### src/hdl/rppt_pkg.sv
`timescale 1ns / 1ps
`default_nettype none
// shared types, constants and register codes of the pixel point transform
package rppt_pkg;

  localparam int SAMPLE_BITS_DEF = 16;
  localparam int SAMPLE_W = 16;
  localparam int GRAY_W   = 17;
  localparam int SUM_W    = SAMPLE_W + 2;
  localparam int NUM_W    = SUM_W + GRAY_W;
  localparam int DIV_W    = NUM_W - GRAY_W;
  localparam int COEF_W   = 16;
  localparam int PROD_W   = COEF_W + SAMPLE_W;
  localparam int ACC_W    = PROD_W + 2;
  localparam int FRAC_W   = 16;
  localparam int CFG_W    = GRAY_W;
  localparam int CFG_IDX_W = 2;
  localparam int MODE_W   = 3;
  localparam int CHAN_W   = 2;
  localparam int NCH      = 3;

  // transform codes
  localparam logic [MODE_W-1:0] MODE_BINARIZE = 3'd0;
  localparam logic [MODE_W-1:0] MODE_GRAY     = 3'd1;
  localparam logic [MODE_W-1:0] MODE_ISOLATE  = 3'd2;
  localparam logic [MODE_W-1:0] MODE_REMOVE   = 3'd3;
  localparam logic [MODE_W-1:0] MODE_SEPIA    = 3'd4;

  // channel codes
  localparam logic [CHAN_W-1:0] CH_RED   = 2'd0;
  localparam logic [CHAN_W-1:0] CH_GREEN = 2'd1;
  localparam logic [CHAN_W-1:0] CH_BLUE  = 2'd2;
  localparam logic [CHAN_W-1:0] CH_ALL   = 2'd3;

  // register indexes
  localparam logic [CFG_IDX_W-1:0] REG_MODE      = 2'd0;
  localparam logic [CFG_IDX_W-1:0] REG_CHANNEL   = 2'd1;
  localparam logic [CFG_IDX_W-1:0] REG_INPUT_MAX = 2'd2;
  localparam logic [CFG_IDX_W-1:0] REG_GRAY_MAX  = 2'd3;

  localparam logic [SAMPLE_W-1:0] INPUT_MAX_RST = 16'd255;
  localparam logic [GRAY_W-1:0]   GRAY_MAX_RST  = 17'd255;
  localparam logic [SAMPLE_W-1:0] SEPIA_LIMIT   = 16'd255;

  // sepia matrix, unsigned q0.16, rows are red, green, blue outputs
  localparam logic [COEF_W-1:0] SEPIA_Q16 [NCH][NCH] = '{
    '{16'd25756, 16'd50397, 16'd12386},
    '{16'd22872, 16'd44958, 16'd11010},
    '{16'd17826, 16'd34996, 16'd8585}
  };

  typedef struct packed {
    logic [SAMPLE_W-1:0] red;
    logic [SAMPLE_W-1:0] green;
    logic [SAMPLE_W-1:0] blue;
  } rgb_t;

  typedef struct packed {
    logic [MODE_W-1:0]   mode;
    logic [CHAN_W-1:0]   chan;
    logic [SAMPLE_W-1:0] input_max;
    logic [GRAY_W-1:0]   gray_max;
  } cfg_t;

  // result fields that ride alongside the divider
  typedef struct packed {
    rgb_t rgb;
    logic bin_bit;
    logic gray_sel;
  } side_t;

  // divider stage contents: lq holds numerator bits still to shift in at
  // the top and quotient bits shifted in at the bottom
  typedef struct packed {
    logic [DIV_W-1:0]  rem;
    logic [GRAY_W-1:0] lq;
    logic [DIV_W-1:0]  divisor;
    logic              ovf;
    side_t             side;
  } div_t;

endpackage
`default_nettype wire

### src/hdl/rppt_div_stage.sv
`timescale 1ns / 1ps
`default_nettype none
// one restoring divider step: one quotient bit per stage
module rppt_div_stage (
  input  wire logic           clk,
  input  wire logic           rst_n,
  input  wire logic           in_valid,
  input  wire rppt_pkg::div_t in_data,
  output logic                ready_up,
  input  wire logic           down_ready,
  output logic                out_valid,
  output rppt_pkg::div_t      out_data
);

  logic                       v_r;
  rppt_pkg::div_t             d_r, d_nxt;
  logic [rppt_pkg::DIV_W:0]   trial;
  logic                       fits;

  assign ready_up = !v_r || down_ready;

  always_comb begin
    trial = {in_data.rem, in_data.lq[rppt_pkg::GRAY_W-1]};
    fits  = (trial >= {1'b0, in_data.divisor});
    d_nxt = in_data;
    d_nxt.rem = fits ? rppt_pkg::DIV_W'(trial - {1'b0, in_data.divisor}) :
                trial[rppt_pkg::DIV_W-1:0];
    d_nxt.lq  = {in_data.lq[rppt_pkg::GRAY_W-2:0], fits};
  end

  always_ff @(posedge clk) begin
    if (!rst_n) begin
      v_r <= 1'b0;
    end else if (ready_up) begin
      v_r <= in_valid;
    end
  end

  always_ff @(posedge clk) begin
    if (ready_up) begin
      d_r <= d_nxt;
    end
  end

  assign out_valid = v_r;
  assign out_data  = d_r;

endmodule
`default_nettype wire

### config.mk
export PLATFORM = sky130hd
export DESIGN_NAME = rppt_div_stage
export DESIGN_NICKNAME = d
export VERILOG_FILES = /design/src/hdl/rppt_pkg.sv /design/src/hdl/rppt_div_stage.sv
export SDC_FILE = /design/constraint.sdc
export NUM_CORES = 1
export LEC_CHECK = 0
export BUFFER_PORTS_ARGS = -buffer_cell sky130_fd_sc_hd__clkbuf_2
export CORE_AREA = 2 2 121 88
export DETAILED_ROUTE_END_ITERATION = 8
export DIE_AREA = 0 0 123 90
export PLACE_DENSITY_LB_ADDON = 0.1
export SETUP_SLACK_MARGIN = 0.5
export SYNTH_ARGS = -nofsm -noshare
export SYNTH_HDL_FRONTEND = slang
export SYNTH_SLANG_ARGS = --single-unit
export TNS_END_PERCENT = 10
### constraint.sdc
create_clock -name clk -period 4.4 [get_ports clk]
set_input_delay 0.22 -clock clk [delete_from_list [all_inputs] [get_ports clk]]
set_output_delay 0.22 -clock clk [all_outputs]
set_load 0.02 [all_outputs]
==> impl_metrics.toml <==
[routing]
viasPerCell = 4.92
ant_nets = 0
drtPass1Iterations = 4
via_count = 3194
drt_iter0_markers = 218
wl_per_cell_um = 15.7
drc = 0
wl_mm = 10.2

[timing]
fin_crit_ps = 2900
skew_ps = 5.83
rsz0062_at_grt = "no"
tightest_slew_ps = 945
post-route-period-util_pct = 66.0
max_clock_freq_mhz = 344
final_max_slew_viol_count = 0
maxSlewHeadroom_pct = 37.0
finalWorstSetupSlack_ps = 1500
hold_violations = 0
setup_tns_ps = 0
setup_viol = 0

[clocking]
cts_max_level = 3
clkSlewWorstSetupHoldPaths_ps = 70
cts_hold_buf = 0
clk_path_buf_depth = 2
clock-sinks = 105
post-cts-setup-buffer-count = 0
cts_root_buffer = "clkbuf_16"
cts_tree = "built"
cts_repair_resize_count = 0
clk-insertion-delay-late_ps = 340
cts_buffers = 9

[logic_synthesis]
synth_top_area_share_pct = 68.3
ys_ff_latch = 105
ys_types = 54
synth_enable_flop_cells = 104
synth_top_family_by_area = "compound AO/OA/AOI/OAI gates"
synthTopCellsByArea = "edfxtp_1, ha_1, mux2_4"
syn_avg_cell_area_um2 = 15.5
syn-num-nets = 422
yosys_warnings = 0
synth_top_area_cell = "edfxtp_1"
synth_xor_area_share_pct = 1.92
synth-async-reset-ratio_pct = 0
synthCells = 295
syn-cell-area_um2 = 4570
synth_compound_area_share_pct = 8.19
synth_simple_gate_area_share_pct = 6.73
ys.flop_type = "edfxtp_1"
synth_fa_ha_area_share_pct = 5.37
synthMuxAreaShare_pct = 5.42
synth_seq_area_share_pct = 68.8

[hold_path]
hp-class = "in -> reg"

[die]
boundaryPins = 214
core_um2 = 10000
fp.dieW_um = 123
initial_core_util_pct = 45.7
dieArea_um2 = 11100
chipHeight_um = 90
row_count = 31

[power_and_ir_drop]
p_per_area_nw_per_um2 = 413
ir_drop_v = 0.000199
p_leak_nw = 2.79

[layout]
finalNetCount = 639
final_cell_area_um2 = 6040
diodes = 0
drive_above_1_share_pct = 49.5
syn_to_final_growth_pct = 32.1
fin_util_pct = 60.3

[global_route]
use_met2_pct = 30.2
use_met1_pct = 23.0
grt.overflow.total = 0
grt.busiest_layer = "met2"
grt.met3_usage_pct = 5.39
grt_pass1_wl_mm = 15.5
grt_usage_pct = 18.3
first_global_vias = 3087
antenna_found_initial = 0
grt_max_degree = 50

[worst_setup_path]
arrival_ps = 2990
path_class = "in -> reg"
regToRegSetupSlack_ps = 2710
worstPathRequired_ps = 4490
worstPathMaxFanout = 19
end_kind = "flop"
critPathLaunchType = "input pin"

[placed_design]
place_congestion = 0.807
hpwl_mm = 7.91
place_area_um2 = 5750
place_ws_ps = 1100
io_buffers = 213

[flow_run]
max-cap-violations = 0

[status]
outcome = "finished clean"
==> metal layers <==
layer | wire, µm | up-vias
li1 | - | 1563
met1 | 4370 | 1507
met2 | 4930 | 117
met3 | 774 | 7
met4 | 108 | 0
met5 | 0 | -
==> worst max-delay path, cell delays in order <==
cell      delay, ps
clkbuf_2         80
inv_1            40
ha_1            400
a21o_2          280
a31oi_2         220
a211oi_1        180
nor3_2          320
o211a_1         810
mux2_2          420
==> final cells by class <==
type / instances / area [µm²]
fillers: 825 / 3970
multi-input cells: 158 / 1270
flip-flops and latches: 105 / 3140
clock inverters: 7 / 67.6
inverters: 23 / 86.3
clock buffers: 9 / 225
repair buffers: 215 / 1080
well taps: 132 / 165
==> cells in the final DEF (no fill, tap or decap), types with 3 or more instances in the layout <==
master and instances:
a211oi_1 4, xnor2_1 7, nor3_1 4, and3_1 3, mux2_2 8, clkbuf_16 9
mux2i_1 3, a31oi_1 4, clkbuf_2 213, inv_6 3, mux2_4 7, nor2_1 14
a21oi_1 10, a21o_1 4, xor2_1 3, ha_1 18, o21ai_0 5, o211a_1 3
inv_1 23, nand3_1 8, edfxtp_1 104, nand2_1 15
==> cell usage after synthesis (all sizes together) (5+ instances only) <==
master,count
a21o,5
a21oi,10
a31oi,5
buf,8
edfxtp,104
ha,18
inv,23
mux2,17
nand2,15
nand3,8
nor2,14
nor3,5
o21ai,6
xnor2,7
==> worst paths after layout <==
path,from,endpoint,cells after the start
max,in_data[55],out_data[92],9
min,in_data[38],out_data[38],1
max reg2reg,out_valid,out_data[28],2
min reg2reg,out_valid,out_valid,2
==> power by group <==
part / switching [mW] / internal, mW
Clock: 0.378 / 0.402
Sequential: 0.0240 / 1.21
Combinational: 0.294 / 0.194
Total: 0.696 / 1.80
==> logic make-up (layout without fill, tap and decap cells) <==
kind of cell / count (synthesis) / after routing
AOI/OAI and AO/OA: 50 / 50
xor gates and xnor gates: 10 / 10
adders and majority gates: 19 / 19
buffers and inverters: 32 / 254
DFF: 105 / 105
muxes: 20 / 20
and+or+nand+nor: 59 / 59
==> state kept, by name, summed over array words and instances, names as in the netlist <==
register   flops
out_data     104
out_valid      1
==> metrics by stage <==
step	std cells	hold slack, ps	total power, mW
after floorplan	295	319	1.58
after global placement	633	398	1.74
final	649	49.8	2.50
after detailed placement	633	399	1.74
after global routing	649	28.5	2.61
after CTS	649	33.5	2.53
Power figures use the tool's default switching activity.
