===== config.mk =====
export PLATFORM = sky130hd
export DESIGN_NAME = rppt_front
export DESIGN_NICKNAME = d
export VERILOG_FILES = /design/src/hdl/rppt_pkg.sv /design/src/hdl/rppt_front.sv
export SDC_FILE = /design/constraint.sdc
export NUM_CORES = 2
export LEC_CHECK = 0
export BUFFER_PORTS_ARGS = -buffer_cell sky130_fd_sc_hd__buf_2
export CAP_MARGIN = 30
export CORE_MARGIN = 3
export CORE_UTILIZATION = 65
export DETAILED_ROUTE_END_ITERATION = 8
export PLACE_DENSITY = 0.8
export SETUP_SLACK_MARGIN = 0.1
export SLEW_MARGIN = 20
export SYNTH_ARGS = -nofsm -noshare
export SYNTH_HDL_FRONTEND = slang
export SYNTH_SLANG_ARGS = --single-unit

===== constraint.sdc =====
create_clock -name clk -period 13.1 [get_ports clk]
set_input_delay 0.655 -clock clk [delete_from_list [all_inputs] [get_ports clk]]
set_output_delay 0.655 -clock clk [all_outputs]
set_load 0.01 [all_outputs]

===== src/hdl/rppt_pkg.sv =====
`timescale 1ns / 1ps
`default_nettype none
// shared types, constants and register codes of the pixel point transform
package rppt_pkg;

  localparam int SAMPLE_BITS_DEF = 16;
  localparam int SAMPLE_W = 16;
  localparam int GRAY_W   = 17;
  localparam int SUM_W    = SAMPLE_W + 2;
  localparam int NUM_W    = SUM_W + GRAY_W;
  localparam int DIV_W    = NUM_W - GRAY_W;
  localparam int COEF_W   = 16;
  localparam int PROD_W   = COEF_W + SAMPLE_W;
  localparam int ACC_W    = PROD_W + 2;
  localparam int FRAC_W   = 16;
  localparam int CFG_W    = GRAY_W;
  localparam int CFG_IDX_W = 2;
  localparam int MODE_W   = 3;
  localparam int CHAN_W   = 2;
  localparam int NCH      = 3;

  // transform codes
  localparam logic [MODE_W-1:0] MODE_BINARIZE = 3'd0;
  localparam logic [MODE_W-1:0] MODE_GRAY     = 3'd1;
  localparam logic [MODE_W-1:0] MODE_ISOLATE  = 3'd2;
  localparam logic [MODE_W-1:0] MODE_REMOVE   = 3'd3;
  localparam logic [MODE_W-1:0] MODE_SEPIA    = 3'd4;

  // channel codes
  localparam logic [CHAN_W-1:0] CH_RED   = 2'd0;
  localparam logic [CHAN_W-1:0] CH_GREEN = 2'd1;
  localparam logic [CHAN_W-1:0] CH_BLUE  = 2'd2;
  localparam logic [CHAN_W-1:0] CH_ALL   = 2'd3;

  // register indexes
  localparam logic [CFG_IDX_W-1:0] REG_MODE      = 2'd0;
  localparam logic [CFG_IDX_W-1:0] REG_CHANNEL   = 2'd1;
  localparam logic [CFG_IDX_W-1:0] REG_INPUT_MAX = 2'd2;
  localparam logic [CFG_IDX_W-1:0] REG_GRAY_MAX  = 2'd3;

  localparam logic [SAMPLE_W-1:0] INPUT_MAX_RST = 16'd255;
  localparam logic [GRAY_W-1:0]   GRAY_MAX_RST  = 17'd255;
  localparam logic [SAMPLE_W-1:0] SEPIA_LIMIT   = 16'd255;

  // sepia matrix, unsigned q0.16, rows are red, green, blue outputs
  localparam logic [COEF_W-1:0] SEPIA_Q16 [NCH][NCH] = '{
    '{16'd25756, 16'd50397, 16'd12386},
    '{16'd22872, 16'd44958, 16'd11010},
    '{16'd17826, 16'd34996, 16'd8585}
  };

  typedef struct packed {
    logic [SAMPLE_W-1:0] red;
    logic [SAMPLE_W-1:0] green;
    logic [SAMPLE_W-1:0] blue;
  } rgb_t;

  typedef struct packed {
    logic [MODE_W-1:0]   mode;
    logic [CHAN_W-1:0]   chan;
    logic [SAMPLE_W-1:0] input_max;
    logic [GRAY_W-1:0]   gray_max;
  } cfg_t;

  // result fields that ride alongside the divider
  typedef struct packed {
    rgb_t rgb;
    logic bin_bit;
    logic gray_sel;
  } side_t;

  // divider stage contents: lq holds numerator bits still to shift in at
  // the top and quotient bits shifted in at the bottom
  typedef struct packed {
    logic [DIV_W-1:0]  rem;
    logic [GRAY_W-1:0] lq;
    logic [DIV_W-1:0]  divisor;
    logic              ovf;
    side_t             side;
  } div_t;

endpackage
`default_nettype wire


===== src/hdl/rppt_front.sv =====
`timescale 1ns / 1ps
`default_nettype none
// front stages: channel sum, sepia products, sepia sums, gray numerator and divider seed
module rppt_front #(
  parameter int SAMPLE_BITS = rppt_pkg::SAMPLE_BITS_DEF
) (
  input  wire logic          clk,
  input  wire logic          rst_n,
  input  wire rppt_pkg::cfg_t cfg,
  input  wire logic          in_valid,
  input  wire rppt_pkg::rgb_t in_pix,
  output logic               ready_up,
  input  wire logic          down_ready,
  output logic               out_valid,
  output rppt_pkg::div_t     out_data
);

  localparam logic [rppt_pkg::SAMPLE_W-1:0] SMASK =
    rppt_pkg::SAMPLE_W'((32'd1 << SAMPLE_BITS) - 32'd1);

  logic [rppt_pkg::SAMPLE_W-1:0] px [rppt_pkg::NCH];

  // stage a
  logic                        va_r;
  logic [rppt_pkg::SUM_W-1:0]  sum_a_r, sum_a_nxt;
  logic [rppt_pkg::PROD_W-1:0] prod_a_r [rppt_pkg::NCH][rppt_pkg::NCH];
  logic [rppt_pkg::PROD_W-1:0] prod_a_nxt [rppt_pkg::NCH][rppt_pkg::NCH];
  logic [rppt_pkg::SAMPLE_W-1:0] sel_a_nxt [rppt_pkg::NCH];
  rppt_pkg::rgb_t              rgb_a_r;

  // stage b
  logic                        vb_r;
  logic [rppt_pkg::NUM_W-1:0]  num_b_r, num_b_nxt;
  logic [rppt_pkg::DIV_W-1:0]  div_b_r, div_b_nxt;
  rppt_pkg::side_t             side_b_r, side_b_nxt;
  logic [rppt_pkg::ACC_W-1:0]  acc [rppt_pkg::NCH];
  logic [rppt_pkg::ACC_W-rppt_pkg::FRAC_W-1:0] sh [rppt_pkg::NCH];
  logic [rppt_pkg::SAMPLE_W-1:0] sep [rppt_pkg::NCH];

  // stage c
  logic                        vc_r;
  rppt_pkg::div_t              dc_r, dc_nxt;

  logic rdy_a, rdy_b, rdy_c;

  assign rdy_c    = !vc_r || down_ready;
  assign rdy_b    = !vb_r || rdy_c;
  assign rdy_a    = !va_r || rdy_b;
  assign ready_up = rdy_a;

  assign px[0] = in_pix.red   & SMASK;
  assign px[1] = in_pix.green & SMASK;
  assign px[2] = in_pix.blue  & SMASK;

  always_comb begin
    sum_a_nxt = rppt_pkg::SUM_W'(px[0]) + rppt_pkg::SUM_W'(px[1]) +
                rppt_pkg::SUM_W'(px[2]);
    for (int c = 0; c < rppt_pkg::NCH; c++) begin
      for (int k = 0; k < rppt_pkg::NCH; k++) begin
        prod_a_nxt[c][k] = rppt_pkg::PROD_W'(rppt_pkg::SEPIA_Q16[c][k]) *
                           rppt_pkg::PROD_W'(px[k]);
      end
      case (cfg.mode)
        rppt_pkg::MODE_ISOLATE: begin
          sel_a_nxt[c] = (cfg.chan == rppt_pkg::CH_ALL ||
                          cfg.chan == rppt_pkg::CHAN_W'(c)) ? px[c] : '0;
        end
        rppt_pkg::MODE_REMOVE: begin
          sel_a_nxt[c] = (cfg.chan == rppt_pkg::CHAN_W'(c)) ? '0 : px[c];
        end
        default: begin
          sel_a_nxt[c] = '0;
        end
      endcase
    end
  end

  always_ff @(posedge clk) begin
    if (!rst_n) begin
      va_r <= 1'b0;
    end else if (rdy_a) begin
      va_r <= in_valid;
    end
  end

  always_ff @(posedge clk) begin
    if (rdy_a) begin
      sum_a_r  <= sum_a_nxt;
      prod_a_r <= prod_a_nxt;
      rgb_a_r  <= '{red: sel_a_nxt[0], green: sel_a_nxt[1], blue: sel_a_nxt[2]};
    end
  end

  // sepia sums with truncation and clamp, gray numerator and divisor
  always_comb begin
    for (int c = 0; c < rppt_pkg::NCH; c++) begin
      acc[c] = rppt_pkg::ACC_W'(prod_a_r[c][0]) + rppt_pkg::ACC_W'(prod_a_r[c][1]) +
               rppt_pkg::ACC_W'(prod_a_r[c][2]);
      sh[c]  = acc[c][rppt_pkg::ACC_W-1:rppt_pkg::FRAC_W];
      sep[c] = (sh[c] > (rppt_pkg::ACC_W-rppt_pkg::FRAC_W)'(rppt_pkg::SEPIA_LIMIT)) ?
               rppt_pkg::SEPIA_LIMIT : rppt_pkg::SAMPLE_W'(sh[c]);
    end
    num_b_nxt = rppt_pkg::NUM_W'(sum_a_r) * rppt_pkg::NUM_W'(cfg.gray_max);
    div_b_nxt = rppt_pkg::DIV_W'(cfg.input_max) +
                rppt_pkg::DIV_W'({cfg.input_max, 1'b0});
    side_b_nxt.rgb = (cfg.mode == rppt_pkg::MODE_SEPIA) ?
                     rppt_pkg::rgb_t'{red: sep[0], green: sep[1], blue: sep[2]} :
                     rgb_a_r;
    side_b_nxt.bin_bit  = (cfg.mode == rppt_pkg::MODE_BINARIZE) &&
                          ({sum_a_r, 1'b0} < {1'b0, div_b_nxt});
    side_b_nxt.gray_sel = (cfg.mode == rppt_pkg::MODE_GRAY) && (cfg.input_max != '0);
  end

  always_ff @(posedge clk) begin
    if (!rst_n) begin
      vb_r <= 1'b0;
    end else if (rdy_b) begin
      vb_r <= va_r;
    end
  end

  always_ff @(posedge clk) begin
    if (rdy_b) begin
      num_b_r  <= num_b_nxt;
      div_b_r  <= div_b_nxt;
      side_b_r <= side_b_nxt;
    end
  end

  // quotient overflow check, divider seed
  always_comb begin
    dc_nxt.rem     = num_b_r[rppt_pkg::NUM_W-1:rppt_pkg::GRAY_W];
    dc_nxt.lq      = num_b_r[rppt_pkg::GRAY_W-1:0];
    dc_nxt.divisor = div_b_r;
    dc_nxt.ovf     = (num_b_r[rppt_pkg::NUM_W-1:rppt_pkg::GRAY_W] >= div_b_r);
    dc_nxt.side    = side_b_r;
  end

  always_ff @(posedge clk) begin
    if (!rst_n) begin
      vc_r <= 1'b0;
    end else if (rdy_c) begin
      vc_r <= vb_r;
    end
  end

  always_ff @(posedge clk) begin
    if (rdy_c) begin
      dc_r <= dc_nxt;
    end
  end

  assign out_valid = vc_r;
  assign out_data  = dc_r;

endmodule
`default_nettype wire


==> results_dict.tcl <==
set metrics [dict create \
    grt_max_degree 81 \
    synth_cell_types 79 \
    cp-start-kind "register" \
    initial_utilization_pct 65.9 \
    regToRegSetupSlack_ns 6.01 \
    reg2reg_to "num_b_r[26]" \
    synth_warnings 0 \
    synth_cells 5880 \
    core_area_mm2 0.0971 \
    synthFlopType "edfxtp_1" \
    antenna_found_initial 13 \
    clock_tree.buffer_depth 3 \
    num-nets-final 8135 \
    syn_to_final_growth_pct 7.15 \
    grt_setup_unrepaired "false" \
    crit-reg2reg-launch "sum_a_r[9]" \
    dr.pass1.iters 6 \
    ios 196 \
    grt_usage_pct 33.5 \
    grt_overflow 0 \
    worstPathArrival_ns 7.52 \
    yosys-top-cells-area "fa_1 (25%), edfxtp_1 (25%), ha_1 (22%)" \
    cts_buffers 58 \
    hpwl_mm 137 \
    fin_util_pct 70.6 \
    fillers 7082 \
    synth_seq_cells 530 \
    dieArea_mm2 0.102 \
    yosysTopAreaCell "fa_1" \
    synth_simple_gate_area_share_pct 7.82 \
    gp_congestion 0.982 \
    synth_fa_ha_area_share_pct 47.8 \
    antenna_left 0 \
    multi_input_area_mm2 0.0433 \
    wl_per_cell_um 22.6 \
    cts_tree "done" \
    drtIter0Drc 3490 \
    finalMaxSlewViolations 0 \
    vias 43500 \
    period_needed_ns 7.09 \
    post-cts-setup-buffers 0 \
    finalHoldViolations 0 \
    viasPerCell 5.87 \
    post-place-ws_ns 5.94 \
    routed_wl_mm 168 \
    syn_nets 7929 \
    fin_crit_sh_pct 54.1 \
    ys_seq_area_share_pct 24.8 \
    drive_gt1_share_pct 5.88 \
    end_kind "register" \
    die_y_um 320 \
    fmax_mhz 141 \
    syn_area_mm2 0.0640 \
    synth_top_family_by_area "adder cells" \
    hp-class "input pin to register" \
    grt_pass1_vias 45600 \
    portBuffers 195 \
    setup_violations 0 \
    seqCellArea_mm2 0.0159 \
    max_slew_margin_pct 29.7 \
    ys_async_sr_fraction_pct 0 \
    synth.area.mux_share_pct 0.147 \
    grt_pass1_wl_mm 260 \
    finalSetupTns_ns 0 \
    clk_latency_ns 0.70 \
    cap_violations 0 \
    r2r_cells 21 \
    synth_compound_area_share_pct 7.97 \
    clk_pin_slew_ns 0.06 \
    worst_clock_skew_ns 0.0485 \
    setup_ws_ns 6.01 \
    root_buffer "clkbuf_16" \
    crit_required_ns 13.53 \
    cp_max_fo 18 \
    dpl.cell_count 7301 \
    clock_sinks 530 \
    criticalPathCategory "register to register" \
    instances_no_fill 7416 \
    setup.worst_path.start "sum_a_r[9]" \
    hold_buffers 0 \
    synth_xor_area_share_pct 3.87 \
    row_count 114 \
    synth_top_area_share_pct 25.3 \
    syn_area_per_cell_um2 10.9 \
    ctsResizeCount 0 \
    status "completed" \
    die_x_um 320 \
    crit_path_end "num_b_r[26]" \
    synth_edf_count 527 \
    drcViolationCount 0 \
    cts_max_level 2 \
    worst_slew_pin_slew_ns 1.05 \
]
[registers in the layout, summed over array words and instances (netlist names), 18 cells and up]
| register | cells |
|---|---|
| sum_a_r | 18 |
| prod_a_r | 254 |
| num_b_r | 35 |
| out_data | 104 |
| dc_nxt | 50 |
| div_b_r | 18 |
| rgb_a_r | 48 |
[per-layer routing]
| layer | GRT usage, % | part of all wire, % | up-vias | wire (um) |
|---|---|---|---|---|
| met4 | 17.2 | 6.1 | 4 | 10300 |
| met3 | 5.28 | 7.9 | 471 | 13200 |
| met5 | 0 | 0.014 | - | 23 |
| met2 | 56.7 | 48 | 1736 | 80500 |
| met1 | 42.1 | 38 | 21400 | 63900 |
| li1 | - | - | 19900 | - |
[logic make-up (layout without fill, tap and decap cells)]
logic type      after synthesis  in the layout
compound gates              784            784
xor+xnor                    283            283
fa+ha+maj                  1959           1959
buf+inv                    1297           1552
flops                       530            530
mux                           9              9
other cells                   0              5
simple gates               1018           1018
[critical path, stage by stage, from the launching register on]
cell and delay, ns:
edfxtp_1 0.92, nand2_1 0.20, fa_1 0.54, fa_1 0.57, fa_1 0.45, fa_1 0.55
inv_1 0.06, fa_1 0.48, inv_1 0.05, fa_1 0.48, inv_1 0.04, ha_1 0.31
and2_0 0.26, a21o_1 0.25, nor3_1 0.17, nand3_1 0.10, a31o_2 0.28, a21oi_1 0.43
o21ai_0 0.24, a21o_1 0.22, a21oi_1 0.18, xnor2_1 0.08
[area by class of cell]
cell class	count	share of cell area, %
Multi-Input combinational cell	4053	63.1
Timing Repair Buffer	210	1.67
Clock inverter	39	0.753
Tap cell	1276	2.33
Sequential cell	530	23.2
Inverter	1233	6.75
Antenna cell	5	0.0182
Clock buffer	70	2.21
[how the worst min path moves through the flow]
stage,from,end,slack [ns],depth (start not counted)
after floorplan,dc_nxt[0],out_data[0],0.40,0
after global placement,dc_nxt[27],out_data[27],0.40,0
after detailed placement,dc_nxt[21],out_data[21],0.40,0
after CTS,rst_n,out_valid,0.15,2
after global routing,rst_n,out_valid,0.18,2
final,rst_n,vb_r,0.20,2
[synthesized netlist by cell type (19+ instances only)]
cell and number:
a211oi_1 28, a21o_1 112, a21oi_1 265, a31oi_1 22, and2_1 183, and3_1 21, clkbuf_1 61, edfxtp_1 527
fa_1 808, ha_1 1151, inv_1 1233, nand2_1 278, nand2b_1 32, nand3_1 65, nand4_1 24, nor2_1 216
nor2b_1 64, nor3_1 74, o211ai_1 19, o21a_1 47, o21ai_0 118, o21bai_1 44, xnor2_1 212, xor2_1 71
[cell usage in the layout (no fill, tap or decap), types with 8 or more instances in the layout]
| master | count |
|---|---|
| inv_1 | 1232 |
| ha_1 | 1151 |
| fa_1 | 808 |
| edfxtp_1 | 527 |
| nand2_1 | 277 |
| a21oi_1 | 265 |
| nor2_1 | 216 |
| xnor2_1 | 212 |
| buf_2 | 196 |
| and2_1 | 183 |
| o21ai_0 | 118 |
| a21o_1 | 112 |
| nor3_1 | 74 |
| xor2_1 | 71 |
| nor2b_1 | 64 |
| nand3_1 | 64 |
| clkbuf_16 | 58 |
| o21a_1 | 47 |
| o21bai_1 | 44 |
| nand2b_1 | 32 |
| a211oi_1 | 26 |
| nand4_1 | 24 |
| a31oi_1 | 22 |
| and3_1 | 21 |
| o211ai_1 | 19 |
| a31o_2 | 15 |
| or3_1 | 15 |
| or2_2 | 15 |
| a21boi_0 | 12 |
| buf_4 | 11 |
| clkinv_2 | 10 |
| clkbuf_1 | 10 |
| o31ai_1 | 9 |
| clkinvlp_4 | 9 |
| o41ai_1 | 8 |
| a211o_1 | 8 |
| o31a_1 | 8 |
| bufinv_16 | 8 |
[per-stage QoR]
stage               cell area [um^2]  hold slack (ns)
floorplan                      64000            0.400
global placement               66500            0.403
detailed placement             66500            0.405
CTS                            68600            0.149
global route                   68600            0.183
finish                         68600            0.198
Power is not shown: default switching activity piles up to over one toggle a cycle in this logic, so the estimate is an artifact.
